==> config.mk <==
export PLATFORM = sky130hd
export DESIGN_NAME = subtractive_random_generator_flat
export DESIGN_NICKNAME = d
export VERILOG_FILES = /design/src/rtl/srg_pkg.sv /design/src/rtl/srg_if.sv /design/src/rtl/srg_dp.sv /design/src/rtl/srg_ctrl.sv /design/src/rtl/subtractive_random_generator.sv /design/src/flat_wrapper.sv
export SDC_FILE = /design/constraint.sdc
export NUM_CORES = 2
export LEC_CHECK = 0
export BUFFER_PORTS_ARGS = -buffer_cell sky130_fd_sc_hd__buf_2
export CAP_MARGIN = 40
export CORE_ASPECT_RATIO = 0.8
export CORE_MARGIN = 2
export CORE_UTILIZATION = 25
export DETAILED_ROUTE_END_ITERATION = 12
export GPL_TIMING_DRIVEN = 1
export PLACE_DENSITY = 0.47
export SLEW_MARGIN = 10
export SYNTH_ARGS = -nofsm -noshare
export SYNTH_HDL_FRONTEND = slang
export SYNTH_SLANG_ARGS = --single-unit
==> constraint.sdc <==
create_clock -name clk -period 8 [get_ports clk]
set_input_delay 1.6 -clock clk [delete_from_list [all_inputs] [get_ports clk]]
set_output_delay 1.6 -clock clk [all_outputs]
set_load 0.005 [all_outputs]
==> src/rtl/srg_pkg.sv <==
// ----------------------------------------------------------------------------
// srg_pkg
// Shared constants, types and helpers of the subtractive random generator.
// ----------------------------------------------------------------------------
package srg_pkg;

  localparam int WordBits      = 31;
  localparam int TableWords    = 55;
  localparam int ShortLag      = 24;
  localparam int LongLag       = TableWords - ShortLag;
  localparam int SeedStride    = 21;
  localparam int RefreshPasses = 5;
  localparam int IdxBits       = $clog2(TableWords);
  localparam int CntBits       = $clog2(WordBits);

  localparam logic [WordBits-1:0] SeedReset = 31'd2147169489;

  localparam logic OP_RESEED = 1'b0;

  typedef logic [WordBits-1:0] word_t;
  typedef logic [IdxBits-1:0]  idx_t;

  typedef struct packed {
    logic seed_start;
    logic seed_step;
    logic ref_start;
    logic ref_read;
    logic ref_write;
    logic word_read;
    logic word_load_mem;
    logic word_load_ref;
    logic div_step;
    logic load_in;
    logic out_load;
    logic out_zero;
  } cmd_t;

  typedef struct packed {
    logic seed_last;
    logic ref_last;
    logic pos_zero;
    logic div_last;
    logic reject;
    logic out_free;
    logic in_reseed;
    logic in_small;
  } stat_t;

  function automatic word_t sub31(input word_t a, input word_t b);
    return a - b;
  endfunction

endpackage

==> src/rtl/srg_if.sv <==
// ----------------------------------------------------------------------------
// srg channel interfaces
// Valid/ready channels for the request, result and seed write words.
// ----------------------------------------------------------------------------
interface srg_in_if import srg_pkg::*; ();
  logic  valid;
  logic  ready;
  logic  opcode;
  word_t modulus;

  modport source (output valid, output opcode, output modulus, input ready);
  modport sink   (input valid, input opcode, input modulus, output ready);
endinterface

interface srg_out_if import srg_pkg::*; ();
  logic  valid;
  logic  ready;
  word_t value;

  modport source (output valid, output value, input ready);
  modport sink   (input valid, input value, output ready);
endinterface

interface srg_cfg_if import srg_pkg::*; ();
  logic  valid;
  logic  ready;
  word_t seed_value;

  modport source (output valid, output seed_value, input ready);
  modport sink   (input valid, input seed_value, output ready);
endinterface

==> src/rtl/srg_dp.sv <==
// ----------------------------------------------------------------------------
// srg_dp
// Datapath: lag table memory, seed fill registers, refresh indexing,
// bit-serial remainder unit, rejection test and output register.
// ----------------------------------------------------------------------------
module srg_dp import srg_pkg::*; (
  input  logic            clk,
  input  logic            rst_n,
  input  cmd_t            cmd,
  output stat_t           st,
  input  logic            in_opcode,
  input  word_t           in_modulus,
  srg_cfg_if.sink         cfg_bus,
  srg_out_if.source       out_bus
);

  word_t mem [TableWords];

  word_t seed_r;
  word_t rot_r;
  word_t prev_r;
  word_t next_r;
  idx_t  k_r;
  idx_t  i_r;
  idx_t  pos_r;
  word_t m_r;
  word_t r_r;
  word_t d_r;
  word_t rem_r;
  logic [CntBits-1:0] cnt_r;
  word_t rd_a_r;
  word_t rd_b_r;
  logic  out_valid_r;
  word_t out_value_r;

  logic [IdxBits:0]  k_sum;
  idx_t              k_nxt;
  idx_t              j_idx;
  idx_t              ra_a;
  word_t             ref_val;
  word_t             rot_nxt;
  word_t             next_nxt;
  logic              mem_we;
  idx_t              mem_wa;
  word_t             mem_wd;
  logic [WordBits:0] trial;
  logic              trial_ge;
  logic [WordBits:0] trial_sub;
  word_t             rem_nxt;
  word_t             base;
  logic [WordBits:0] base_sum;

  // seed fill order walks 21*k mod 55
  assign k_sum = {1'b0, k_r} + (IdxBits+1)'(SeedStride);
  assign k_nxt = (k_sum >= (IdxBits+1)'(TableWords)) ?
                 IdxBits'(k_sum - (IdxBits+1)'(TableWords)) : IdxBits'(k_sum);

  assign rot_nxt  = {rot_r[0], rot_r[WordBits-1:1]};
  assign next_nxt = sub31(sub31(prev_r, next_r), rot_nxt);

  // refresh partner word
  assign j_idx = (i_r < IdxBits'(ShortLag)) ? i_r + IdxBits'(LongLag)
                                            : i_r - IdxBits'(ShortLag);
  assign ra_a    = cmd.word_read ? pos_r - IdxBits'(1) : i_r;
  assign ref_val = sub31(rd_a_r, rd_b_r);

  always_comb begin
    mem_we = cmd.seed_start | cmd.seed_step | cmd.ref_write;
    mem_wa = i_r;
    mem_wd = ref_val;
    if (cmd.seed_start) begin
      mem_wa = IdxBits'(TableWords - 1);
      mem_wd = seed_r;
    end else if (cmd.seed_step) begin
      mem_wa = k_r - IdxBits'(1);
      mem_wd = next_r;
    end
  end

  always_ff @(posedge clk) begin
    if (mem_we) begin
      mem[mem_wa] <= mem_wd;
    end
    rd_a_r <= mem[ra_a];
    rd_b_r <= mem[j_idx];
  end

  // restoring remainder, one bit a cycle
  assign trial     = {rem_r, d_r[WordBits-1]};
  assign trial_ge  = trial >= {1'b0, m_r};
  assign trial_sub = trial - {1'b0, m_r};
  assign rem_nxt   = trial_ge ? trial_sub[WordBits-1:0] : trial[WordBits-1:0];

  // word is rejected when its multiple of m plus m passes 2^31
  assign base     = r_r - rem_r;
  assign base_sum = {1'b0, base} + {1'b0, m_r};

  always_ff @(posedge clk) begin
    if (!rst_n) begin
      seed_r <= SeedReset;
    end else if (cfg_bus.valid) begin
      seed_r <= cfg_bus.seed_value;
    end
  end

  always_ff @(posedge clk) begin
    if (cmd.seed_start) begin
      rot_r  <= seed_r;
      prev_r <= seed_r;
      next_r <= word_t'(1);
      k_r    <= IdxBits'(SeedStride);
    end else if (cmd.seed_step) begin
      rot_r  <= rot_nxt;
      prev_r <= next_r;
      next_r <= next_nxt;
      k_r    <= k_nxt;
    end
  end

  always_ff @(posedge clk) begin
    if (cmd.ref_start) begin
      i_r <= '0;
    end else if (cmd.ref_write) begin
      i_r <= i_r + IdxBits'(1);
    end
  end

  always_ff @(posedge clk) begin
    if (cmd.seed_start || cmd.word_load_ref) begin
      pos_r <= IdxBits'(TableWords - 1);
    end else if (cmd.word_read) begin
      pos_r <= pos_r - IdxBits'(1);
    end
  end

  always_ff @(posedge clk) begin
    if (cmd.load_in) begin
      m_r <= in_modulus;
    end
  end

  always_ff @(posedge clk) begin
    if (cmd.word_load_mem) begin
      r_r   <= rd_a_r;
      d_r   <= rd_a_r;
      rem_r <= '0;
      cnt_r <= '0;
    end else if (cmd.word_load_ref) begin
      r_r   <= ref_val;
      d_r   <= ref_val;
      rem_r <= '0;
      cnt_r <= '0;
    end else if (cmd.div_step) begin
      d_r   <= {d_r[WordBits-2:0], 1'b0};
      rem_r <= rem_nxt;
      cnt_r <= cnt_r + CntBits'(1);
    end
  end

  always_ff @(posedge clk) begin
    if (!rst_n) begin
      out_valid_r <= 1'b0;
    end else if (cmd.out_load) begin
      out_valid_r <= 1'b1;
    end else if (out_bus.ready) begin
      out_valid_r <= 1'b0;
    end
  end

  always_ff @(posedge clk) begin
    if (cmd.out_load) begin
      out_value_r <= cmd.out_zero ? '0 : rem_r;
    end
  end

  assign cfg_bus.ready = 1'b1;
  assign out_bus.valid = out_valid_r;
  assign out_bus.value = out_value_r;

  assign st.seed_last = (k_nxt == '0);
  assign st.ref_last  = (i_r == IdxBits'(TableWords - 1));
  assign st.pos_zero  = (pos_r == '0);
  assign st.div_last  = (cnt_r == CntBits'(WordBits - 1));
  assign st.reject    = (base_sum > {1'b1, {WordBits{1'b0}}});
  assign st.out_free  = !out_valid_r || out_bus.ready;
  assign st.in_reseed = (in_opcode == OP_RESEED);
  assign st.in_small  = (in_modulus < word_t'(2));

endmodule

==> src/rtl/srg_ctrl.sv <==
// ----------------------------------------------------------------------------
// srg_ctrl
// Sequencer for seeding, table refresh passes, word fetch, remainder
// steps, rejection retry and result hand-off.
// ----------------------------------------------------------------------------
module srg_ctrl import srg_pkg::*; (
  input  logic  clk,
  input  logic  rst_n,
  input  logic  in_valid,
  output logic  in_ready,
  input  stat_t st,
  output cmd_t  cmd
);

  localparam logic [3:0] S_IDLE  = 4'd0;
  localparam logic [3:0] S_SEEDI = 4'd1;
  localparam logic [3:0] S_SEED  = 4'd2;
  localparam logic [3:0] S_RRD   = 4'd3;
  localparam logic [3:0] S_RWR   = 4'd4;
  localparam logic [3:0] S_FETCH = 4'd5;
  localparam logic [3:0] S_FWAIT = 4'd6;
  localparam logic [3:0] S_DIV   = 4'd7;
  localparam logic [3:0] S_CHECK = 4'd8;
  localparam logic [3:0] S_OUT   = 4'd9;

  localparam int PassBits = $clog2(RefreshPasses);

  logic [3:0]          state_r;
  logic [3:0]          state_nxt;
  logic [PassBits-1:0] pass_r;
  logic [PassBits-1:0] pass_nxt;
  logic                draw_r;
  logic                draw_nxt;
  logic                small_r;
  logic                small_nxt;

  assign in_ready = (state_r == S_IDLE);

  always_comb begin
    cmd       = '0;
    state_nxt = state_r;
    pass_nxt  = pass_r;
    draw_nxt  = draw_r;
    small_nxt = small_r;
    unique case (state_r)
      S_IDLE: begin
        if (in_valid) begin
          cmd.load_in = 1'b1;
          if (st.in_reseed) begin
            state_nxt = S_SEEDI;
          end else if (st.in_small) begin
            small_nxt = 1'b1;
            state_nxt = S_OUT;
          end else begin
            small_nxt = 1'b0;
            state_nxt = S_FETCH;
          end
        end
      end
      S_SEEDI: begin
        cmd.seed_start = 1'b1;
        state_nxt      = S_SEED;
      end
      S_SEED: begin
        cmd.seed_step = 1'b1;
        if (st.seed_last) begin
          cmd.ref_start = 1'b1;
          pass_nxt      = '0;
          draw_nxt      = 1'b0;
          state_nxt     = S_RRD;
        end
      end
      S_RRD: begin
        cmd.ref_read = 1'b1;
        state_nxt    = S_RWR;
      end
      S_RWR: begin
        cmd.ref_write = 1'b1;
        state_nxt     = S_RRD;
        if (st.ref_last) begin
          if (draw_r) begin
            cmd.word_load_ref = 1'b1;
            state_nxt         = S_DIV;
          end else if (pass_r == PassBits'(RefreshPasses - 1)) begin
            state_nxt = S_IDLE;
          end else begin
            cmd.ref_start = 1'b1;
            pass_nxt      = pass_r + PassBits'(1);
          end
        end
      end
      S_FETCH: begin
        if (st.pos_zero) begin
          cmd.ref_start = 1'b1;
          draw_nxt      = 1'b1;
          state_nxt     = S_RRD;
        end else begin
          cmd.word_read = 1'b1;
          state_nxt     = S_FWAIT;
        end
      end
      S_FWAIT: begin
        cmd.word_load_mem = 1'b1;
        state_nxt         = S_DIV;
      end
      S_DIV: begin
        cmd.div_step = 1'b1;
        if (st.div_last) begin
          state_nxt = S_CHECK;
        end
      end
      S_CHECK: begin
        state_nxt = st.reject ? S_FETCH : S_OUT;
      end
      S_OUT: begin
        if (st.out_free) begin
          cmd.out_load = 1'b1;
          cmd.out_zero = small_r;
          state_nxt    = S_IDLE;
        end
      end
      default: begin
        state_nxt = S_IDLE;
      end
    endcase
  end

  always_ff @(posedge clk) begin
    if (!rst_n) begin
      state_r <= S_SEEDI;
      pass_r  <= '0;
      draw_r  <= 1'b0;
      small_r <= 1'b0;
    end else begin
      state_r <= state_nxt;
      pass_r  <= pass_nxt;
      draw_r  <= draw_nxt;
      small_r <= small_nxt;
    end
  end

endmodule

==> src/rtl/subtractive_random_generator.sv <==
// draw: result word after word fetch, remainder and rejection check, one remainder bit per cycle
// a rejected word adds another fetch and remainder; every 55th word adds a table refresh
// (a read state and a write state per table word, through the memory's read and write ports)
// reseed: 55 fill writes and five refresh passes, no result word
// reset: the block seeds itself from the reset seed, request ready low
// ----------------------------------------------------------------------------
// subtractive_random_generator
// Subtractive lagged-Fibonacci generator, lags 55 and 24, with rejection
// sampling and a bit-serial remainder for bounded draws.
// ----------------------------------------------------------------------------
module subtractive_random_generator import srg_pkg::*; (
  input  logic       clk,
  input  logic       rst_n,
  srg_in_if.sink     in_bus,
  srg_out_if.source  out_bus,
  srg_cfg_if.sink    cfg_bus
);

  cmd_t  cmd;
  stat_t st;

  srg_ctrl u_ctrl (
    .clk      (clk),
    .rst_n    (rst_n),
    .in_valid (in_bus.valid),
    .in_ready (in_bus.ready),
    .st       (st),
    .cmd      (cmd)
  );

  srg_dp u_dp (
    .clk        (clk),
    .rst_n      (rst_n),
    .cmd        (cmd),
    .st         (st),
    .in_opcode  (in_bus.opcode),
    .in_modulus (in_bus.modulus),
    .cfg_bus    (cfg_bus),
    .out_bus    (out_bus)
  );

endmodule
==> src/flat_wrapper.sv <==
// flat-port wrapper written by rule: the top's interface ports become plain ports
module subtractive_random_generator_flat import srg_pkg::*;
  (clk, rst_n, in_bus_valid, in_bus_opcode, in_bus_modulus, in_bus_ready, out_bus_valid, out_bus_value, out_bus_ready, cfg_bus_valid, cfg_bus_seed_value, cfg_bus_ready);
  srg_in_if in_bus_i ();
  srg_out_if out_bus_i ();
  srg_cfg_if cfg_bus_i ();
  input  logic clk;
  input  logic rst_n;
  input wire logic [$bits(in_bus_i.valid)-1:0] in_bus_valid;
  input wire logic [$bits(in_bus_i.opcode)-1:0] in_bus_opcode;
  input wire logic [$bits(in_bus_i.modulus)-1:0] in_bus_modulus;
  output wire logic [$bits(in_bus_i.ready)-1:0] in_bus_ready;
  output wire logic [$bits(out_bus_i.valid)-1:0] out_bus_valid;
  output wire logic [$bits(out_bus_i.value)-1:0] out_bus_value;
  input wire logic [$bits(out_bus_i.ready)-1:0] out_bus_ready;
  input wire logic [$bits(cfg_bus_i.valid)-1:0] cfg_bus_valid;
  input wire logic [$bits(cfg_bus_i.seed_value)-1:0] cfg_bus_seed_value;
  output wire logic [$bits(cfg_bus_i.ready)-1:0] cfg_bus_ready;
  assign in_bus_i.valid = in_bus_valid;
  assign in_bus_i.opcode = in_bus_opcode;
  assign in_bus_i.modulus = in_bus_modulus;
  assign in_bus_ready = in_bus_i.ready;
  assign out_bus_valid = out_bus_i.valid;
  assign out_bus_value = out_bus_i.value;
  assign out_bus_i.ready = out_bus_ready;
  assign cfg_bus_i.valid = cfg_bus_valid;
  assign cfg_bus_i.seed_value = cfg_bus_seed_value;
  assign cfg_bus_ready = cfg_bus_i.ready;
  subtractive_random_generator u_core (.clk(clk), .rst_n(rst_n), .in_bus(in_bus_i), .out_bus(out_bus_i), .cfg_bus(cfg_bus_i));
endmodule
==> summary.md <==
| Metric | Value |
|---|---|
| Status | `complete, no violations` |
| RePlAce Congestion | `0.866` |
| Drt total wl | `355000 um` |
| # setup viols final | `0` |
| Yosys cell types | `84` |
| Initial drt markers | `6757` |
| Synth Warn # | `0` |
| Initial antenna violation count | `27` |
| Top-area cell type share of the netlist area | `55.1%` |
| Crit Path Max Fanout | `6` |
| Fin area | `119000 um2` |
| Post-Syn Nets | `7224` |
| WP data required | `8750 ps` |
| Dpl cell area | `112000 um2` |
| Share of cells above drive strength 1 | `22.5%` |
| CTS root buf | `clkbuf_16` |
| Worst rel slew slack | `36.7%` |
| Dominant synthesized flop cell | `edfxtp_1` |
| Crit-path slowest cell | `nor4_1` |
| Hold Startpoint | `u_core.u_dp.seed_r[0]` |
| First-pass GRT wire length | `503000 um` |
| IO Port Bufs | `100` |
| DP Wirelength | `228000 um` |
| Setup TNS | `0 ps` |
| # Max-Cap Violations | `0` |
| P&R area growth vs syn | `15.3%` |
| Clk sinks | `2079` |
| Most used cell, CP | `nor4_1` |
| Clock transition at path regs | `60 ps` |
| Post-synth EDFFs | `1891` |
| Horiz. Die Dim | `722 um` |
| TritonRoute pass-1 iters | `7` |
| Final Hold Viols | `0` |
| Async set-or-reset flop fraction in the synthesized netlist | `0%` |
| WHS Path Cells | `2` |
| CP Launch Type | `flop` |
| Most frequent cell after synthesis | `edfxtp_1` |
| Overflow after GRT | `0` |
| Core area | `410000 um2` |
| Period minus WS final | `7130 ps` |
| H-tree Lvls | `4` |
| Total Routing Usage GR | `16.5%` |
| Cell count after synthesis | `6953` |
| # nets final | `7326` |
| CTS tree | `yes` |
| Mapped Area | `103000 um2` |
| Syn_area_per_cell | `14.8 um2` |
| Clock Latency Late Sink | `920 ps` |
| Synth Register Bits | `2079` |
| WL/cell | `28.1 um` |
| DRC violations left | `0` |
| Die Footprint | `417000 um2` |
| Max clock buf depth | `4` |
| Post-synthesis sequential area ratio | `58.8%` |
| Cell accounting for the most synthesized area | `edfxtp_1` |
| Crit path kind | `flop to flop` |
| Placed cells | `12200` |
| Non-filler cells in the finished layout | `12600` |
| Core Util, Final | `29.0%` |
| CTS Hold Buffers Added | `0` |
| Number of cells on the worst reg-to-reg path | `26` |
| R2R Setup Slk | `870 ps` |
| Row Count | `210` |
| Vias after detailed routing | `66300` |
| Initial Util | `25.1%` |
| Post-route ant nets | `0` |
| Slew @ Worst Pin | `950 ps` |
| Final worst-path cycle share | `89.1%` |
| Pin count of the biggest net entering global routing | `113` |
| Unrepaired setup endpoints after global routing | `false` |
| Die height | `578 um` |
| Max Freq | `140 MHz` |
| Vias in the first global route | `66300` |
| Routed vias/inst | `5.25` |
| # Post-CTS Setup Buffers | `0` |
| Slew Limit Fails | `0` |
| Worst setup EP type | `flop` |
| Post-CTS Resized | `0` |
| TritonCTS Buffers | `213` |
| Synth top cells by count | `edfxtp_1, mux4_2, nand2_1, a21oi_1, nor2_1` |
| CP Data Arrival Time | `7880 ps` |
| Final Skew | `90.1 ps` |
| Synth top area cells | `edfxtp_1, mux4_2, dfxtp_1` |
| HP Class | `flop to flop` |
| Max incr delay on CP | `700 ps` |
| Worst reg2reg path startpoint | `u_core.u_dp.rem_r[1]` |
| IO Count | `102` |
| WHS Endpoint | `u_core.u_dp.seed_r[0]` |
| Reg2reg end | `u_core.u_ctrl.state_r[2]` |
-- stage by stage --
| step | hold slack (ps) | setup slack (ps) |
|---|---|---|
| 2_1_floorplan | 441 | 2280 |
| 3_3_place_gp | 462 | 917 |
| 3_5_place_dp | 464 | 1030 |
| 4_1_cts | 481 | 984 |
| 5_1_grt | 517 | 474 |
| 6_report | 477 | 874 |
-- layout by cell type, fill, tap and decap left out, drive strengths merged, types with 31 or more instances in the layout --
cell,count
xor2,46
o21ai,240
edfxtp,1891
a21oi,396
mux2i,163
ha,169
nor2,319
and3,37
clkbuf,273
clkinv,73
nor3,55
a211oi,202
buf,353
a31oi,98
fa,34
a311oi,80
mux4,806
nor2b,91
a21o,59
and2,81
o22ai,43
inv,224
o211ai,66
nand3,123
a211o,31
xnor2,106
dfxtp,188
nand2,676
-- worst max-delay path, delay by kind of cell (launching register included) --
family / cells / cell delay, ps
and+or+nand+nor: 12 / 3080
AOI/OAI and AO/OA: 9 / 2440
adders and majority gates: 2 / 660
DFF: 1 / 390
buffers and inverters: 2 / 370
xor gates and xnor gates: 1 / 110
-- state kept, by name, indices dropped and copies added (netlist names), 6 cells and up --
signal	flops
u_core.u_dp.mem	1705
u_core.u_dp.prev_r	31
u_core.u_dp.next_r	31
u_core.u_dp.k_r	6
u_core.u_dp.out_bus.value	31
u_core.u_dp.pos_r	6
u_core.u_dp.rem_r	31
u_core.u_dp.i_r	6
u_core.u_dp.rd_b_r	31
u_core.u_dp.d_r	31
u_core.u_dp.seed_r	31
u_core.u_dp.rd_a_r	31
u_core.u_dp.m_r	31
u_core.u_dp.rot_r	31
u_core.u_dp.r_r	31
-- layout make-up --
type	count	area, um2
fill	40700	291000
sequential	2079	60500
multi-input combinational	4190	40500
tap	5406	6760
clock buffer	272	5800
timing repair buffer	354	3280
clock inverter	108	1010
inverter	217	816
antenna	3	7.51
-- kinds of logic (layout without fill, tap and decap cells) --
kind of cell | after synthesis | count (layout) | share of synthesized area, %
flip-flops | 2079 | 2079 | 58.8
AND/OR/NAND/NOR | 1492 | 1492 | 6.50
XOR/XNOR | 152 | 152 | 1.29
AO/OA/AOI/OAI | 1347 | 1347 | 8.35
buffers and inverters | 684 | 951 | 2.85
adder cells (fa/ha/maj) | 203 | 203 | 2.71
other | 1 | 4 | 0.00364
multiplexers | 995 | 995 | 19.5
-- per-layer routing --
metal / global-route usage [%] / routed length, um / vias up
met5: 0 / 82 / -
met4: 4.70 / 10800 / 12
met3: 2.59 / 25700 / 493
met2: 25.2 / 156000 / 2733
met1: 24.4 / 162000 / 35200
li1: - / - / 27900
-- how the worst max path moves through the flow --
stage	from	endpoint	slack [ps]	cells past startpoint
after floorplan	u_core.u_ctrl.state_r[1]	u_core.u_dp.mem[0][27]	2280	8
after global placement	u_core.u_dp.rem_r[1]	u_core.u_ctrl.state_r[2]	920	26
after detailed placement	u_core.u_dp.rem_r[1]	u_core.u_ctrl.state_r[2]	1030	26
after CTS	u_core.u_dp.rem_r[1]	u_core.u_ctrl.state_r[2]	980	26
after global routing	u_core.u_dp.rem_r[1]	u_core.u_ctrl.state_r[2]	470	26
final	u_core.u_dp.rem_r[1]	u_core.u_ctrl.state_r[2]	870	26
Power is left out: the tool's default activity adds up to more than one toggle a clock period on the data nets, which glitch-free logic cannot reach.
